## config.mk

```make
export PLATFORM = sky130hd
export DESIGN_NAME = tspq_cell
export DESIGN_NICKNAME = d
export VERILOG_FILES = /design/src/tspq_pkg.sv /design/src/tspq_cell.sv
export SDC_FILE = /design/constraint.sdc
export NUM_CORES = 1
export LEC_CHECK = 0
export BUFFER_PORTS_ARGS = -buffer_cell sky130_fd_sc_hd__buf_2
export CAP_MARGIN = 20
export CORE_AREA = 3 3 242 244
export DETAILED_ROUTE_END_ITERATION = 8
export DIE_AREA = 0 0 245 247
export SYNTH_ARGS = -nofsm -noshare
export SYNTH_HDL_FRONTEND = slang
export SYNTH_SLANG_ARGS = --single-unit
```

## constraint.sdc

```tcl
create_clock -name clock -period 9 [get_ports clock]
set_clock_uncertainty 0.1 [all_clocks]
set_input_delay 0.9 -clock clock [delete_from_list [all_inputs] [get_ports clock]]
set_output_delay 0.9 -clock clock [all_outputs]
set_load 0.01 [all_outputs]
```

## src/tspq_pkg.sv

```systemverilog
package tspq_pkg;

   localparam int PTS_W    = 64;
   localparam int SIZE_W   = 24;
   localparam int TAG_W    = 32;
   localparam int SERIAL_W = 32;
   localparam int BYTES_W  = 31;
   localparam int OVH_W    = 8;
   localparam int ACT_W    = 3;
   localparam int STATUS_W = 2;
   localparam int COUNT_W  = 7;

   // action codes
   localparam logic [ACT_W-1:0] ACT_PUT   = 3'd0;
   localparam logic [ACT_W-1:0] ACT_GET   = 3'd1;
   localparam logic [ACT_W-1:0] ACT_PEEK  = 3'd2;
   localparam logic [ACT_W-1:0] ACT_START = 3'd3;
   localparam logic [ACT_W-1:0] ACT_ABORT = 3'd4;
   localparam logic [ACT_W-1:0] ACT_CLEAR = 3'd5;

   // status codes
   localparam logic [STATUS_W-1:0] ST_OK      = 2'd0;
   localparam logic [STATUS_W-1:0] ST_EMPTY   = 2'd1;
   localparam logic [STATUS_W-1:0] ST_ABORTED = 2'd2;
   localparam logic [STATUS_W-1:0] ST_FULL    = 2'd3;

   // register indexes
   localparam logic REG_ENTRY_OVERHEAD = 1'b0;
   localparam logic [OVH_W-1:0] OVERHEAD_RESET = 8'd128;

   typedef struct packed {
      logic signed [PTS_W-1:0] pts;
      logic [SIZE_W-1:0]       size;
      logic [TAG_W-1:0]        tag;
      logic [SERIAL_W-1:0]     serial;
      logic                    flush;
   } entry_type;

   // broadcast to every cell of the chain
   typedef struct packed {
      logic insert;    // place the new entry this cycle
      logic pop;       // every cell takes its right neighbor
      logic tail_hit;  // tail timestamp <= new one, append at the tail
   } cell_ctl_type;

   function automatic logic pts_le(input logic signed [PTS_W-1:0] a,
                                   input logic signed [PTS_W-1:0] b);
      pts_le = (a <= b);
   endfunction

endpackage

```

## src/tspq_cell.sv

```systemverilog
module tspq_cell #(
   parameter int INDEX   = 0,
   parameter int CNT_W   = 7
) (
   input  logic                  clock,
   input  tspq_pkg::cell_ctl_type ctl,
   input  logic [CNT_W-1:0]      count,
   input  tspq_pkg::entry_type   new_entry,
   input  tspq_pkg::entry_type   prev_entry,
   input  tspq_pkg::entry_type   next_entry,
   input  logic                  prev_shift,
   output logic                  shift,
   output logic                  tail_le,
   output tspq_pkg::entry_type   entry
);
   import tspq_pkg::*;

   entry_type entry_ff, entry_in;
   logic      occupied;
   logic      at_count;
   logic      is_tail;
   logic      ge;

   assign occupied = CNT_W'(INDEX) < count;
   assign at_count = CNT_W'(INDEX) == count;
   assign is_tail  = CNT_W'(INDEX + 1) == count;

   // new entry sorts at or before this one
   assign ge      = occupied & pts_le(new_entry.pts, entry_ff.pts);
   assign tail_le = is_tail & pts_le(entry_ff.pts, new_entry.pts);
   assign shift   = ge & ~ctl.tail_hit;

   always_comb begin
      entry_in = entry_ff;
      if (ctl.insert) begin
         if (prev_shift) begin
            entry_in = prev_entry;
         end else if (shift | at_count) begin
            entry_in = new_entry;
         end
      end else if (ctl.pop) begin
         entry_in = next_entry;
      end
   end

   always_ff @(posedge clock) begin
      entry_ff <= entry_in;
   end

   assign entry = entry_ff;

endmodule

```

==> results.cfg <==
[status]
status = completed

[cts]
clock-root-buffer = clkbuf_16
cts.sinks = 153
cts_setup_buffers = 0
clkTransAtPathRegs_ps = 70
clk_latency_ps = 470
cts_max_path_buffers = 2
cts-hold-fix-buffers = 0
cts_tree = built
cts-resized-gates = 0
cts_buffers = 17
htree_levels = 4

[critical_path]
crit_buf_inv = 3
startpoint = new_entry[98]
cp.required_ps = 8000
crit_fanout = 2
slowest_delay_ps = 450
cpMaxStageDelayCell = a221oi_1
worstPathArrival_ps = 3520
startpoint_type = primary input
path_cells = buf_2, inv_1, ha_1, and3_1, a221o_1, a221oi_1, o211ai_1, a211oi_2, a211oi_1, nor3b_1, buf_2
crit_top_cell = buf_2
path_class = in -> out
crit_family = compound AO/OA/AOI/OAI gates
timing.rr.start = entry[151]
worstSetupEndpointType = output port

[timing]
post-route-min-period_ps = 4516
slew_viol_final = 0
finalCritPeriodShare_pct = 50.18
fmax_ghz = 0.2214
worstMarginPinSlew_ps = 938.3
finalHoldViolations = 0
setup_viol = 0
fin_tns_setup_ps = 0
max_slew_margin_pct = 37.44
rsz0062_at_grt = no

[yosys]
ys_ff_latch = 153
synth_nets = 1447
dominantRegCellSynth = edfxtp_1
async_flop_share_pct = 0
yosysSeqAreaShare_pct = 48.77
synth_edf_count = 153
ys_types = 39
ys_warn_count = 0
syn-cell-area_mm2 = 0.009420
syn_inst = 912
syn_area_per_cell_um2 = 10.33

[floorplan]
core_region_area_mm2 = 0.05650
die-area_mm2 = 0.06052
rows = 87
die_h_um = 247
die_w_um = 245
ios = 626
initial_core_util_pct = 16.67

[power]
p_leak_nw = 6.761
powerDensity_mw_per_mm2 = 153.0
peakVddDrop_mv = 0.1335

[global_routing]
grt_max_degree = 90
gr-total-overflow = 0
grt.total_usage_pct = 12.94
grt_pass1_vias = 9215
antenna_found_initial = 20
grt_pass1_wl_um = 56970

[drt]
vias = 9265
antenna_left = 0
wl_per_cell_um = 18.08
vias_per_cell = 4.055
totalWireLength_um = 41320
first_pass_iters = 5
drtIter0Drc = 380
drc = 0

[min_path]
hold_path.class = in -> reg
holdCritStartpoint = next_entry[37]

[job]
drv_cap = 0

[finish]
final_cell_mix = buf_2, a21oi_1, nor2_1
nets = 2047
largest_reg_flops = 153
area_growth_pct = 48.07
multiInputGateArea_mm2 = 0.004388
final_common_cell = buf_2
ff_latch_area_mm2 = 0.004594
drive_above_1_share_pct = 43.83
fillers = 6145
final_cells = 2285

[place]
dpl.cell_count = 2249
io_buffer_count = 625
gp_congestion = 0.9536
hpwl_um = 35100
==> final timing paths <==
path                 to  depth (start not counted)  slack, ps
max reg2reg   entry[49]                          9       4760
min reg2reg  entry[142]                          6       1590
max             tail_le                         11       4480
min           entry[37]                          3        650
==> power by group <==
group          internal [W]  leakage (nW)  switching, W
clock              0.000405         0.266      0.000310
combinational      0.000221          5.00      0.000286
sequential         0.000879          1.50     0.0000323
==> kinds of logic (layout without fill, tap and decap cells) <==
| group | Yosys count | count (layout) | synth area share, % |
|---|---|---|---|
| mux | 153 | 153 | 16.26 |
| other cells | 0 | 5 | 0 |
| compound gates | 203 | 203 | 11.37 |
| fa+ha+maj | 64 | 64 | 8.500 |
| flops | 153 | 153 | 48.77 |
| buf+inv | 117 | 729 | 4.742 |
| simple gates | 222 | 222 | 10.36 |
==> worst min-delay path, cell delays in order <==
cell and delay, ps:
buf_2 80, nor2_1 30, a21oi_1 100
==> final cells by class <==
| type | instances | share of cell area, % |
|---|---|---|
| Clock inverter | 12 | 0.9060 |
| Sequential cell | 153 | 32.94 |
| Antenna cell | 5 | 0.08970 |
| Multi-Input combinational cell | 642 | 31.46 |
| Tap cell | 756 | 6.781 |
| Clock buffer | 19 | 3.104 |
| Inverter | 66 | 1.776 |
| Timing Repair Buffer | 632 | 22.95 |
==> Yosys cell counts, types with 6 or more instances <==
cell type,n,area [um2]
o21ai_0,6,30.03
nor2_1,164,615.6
mux2i_1,153,1531
buf_2,6,30.03
nand4_1,9,56.30
a21oi_1,178,890.9
inv_1,66,247.7
clkbuf_1,35,131.4
buf_1,10,37.54
edfxtp_1,153,4594
nand2_1,24,90.09
ha_1,64,800.8
==> per-stage QoR <==
| step | power [W] | hold WS [ps] | area [um2] | utilization, % | setup slack, ps |
|---|---|---|---|---|---|
| 2_1_floorplan | 0.001173 | 1026 | 9420 | - | 2372 |
| 3_3_place_gp | 0.001431 | 1116 | 13380 | 23.68 | 4058 |
| 3_5_place_dp | 0.001442 | 1129 | 13380 | 23.68 | 3974 |
| 4_1_cts | 0.002178 | 605.1 | 13940 | 24.67 | 4303 |
| 5_1_grt | 0.002256 | 633.8 | 13940 | 24.68 | 4247 |
| 6_report | 0.002133 | 651.7 | 13950 | 24.69 | 4484 |
==> metal layers <==
layer  global-route usage [%]  up-vias  routed length, um
met1                    14.31     4229              16370
li1                         -     4521                  -
met4                    4.672        6                901
met3                    4.446       63               3411
met2                    23.00      446              20600
met5                        0        -                 39
Note: power is estimated with default switching activity, not from simulation.
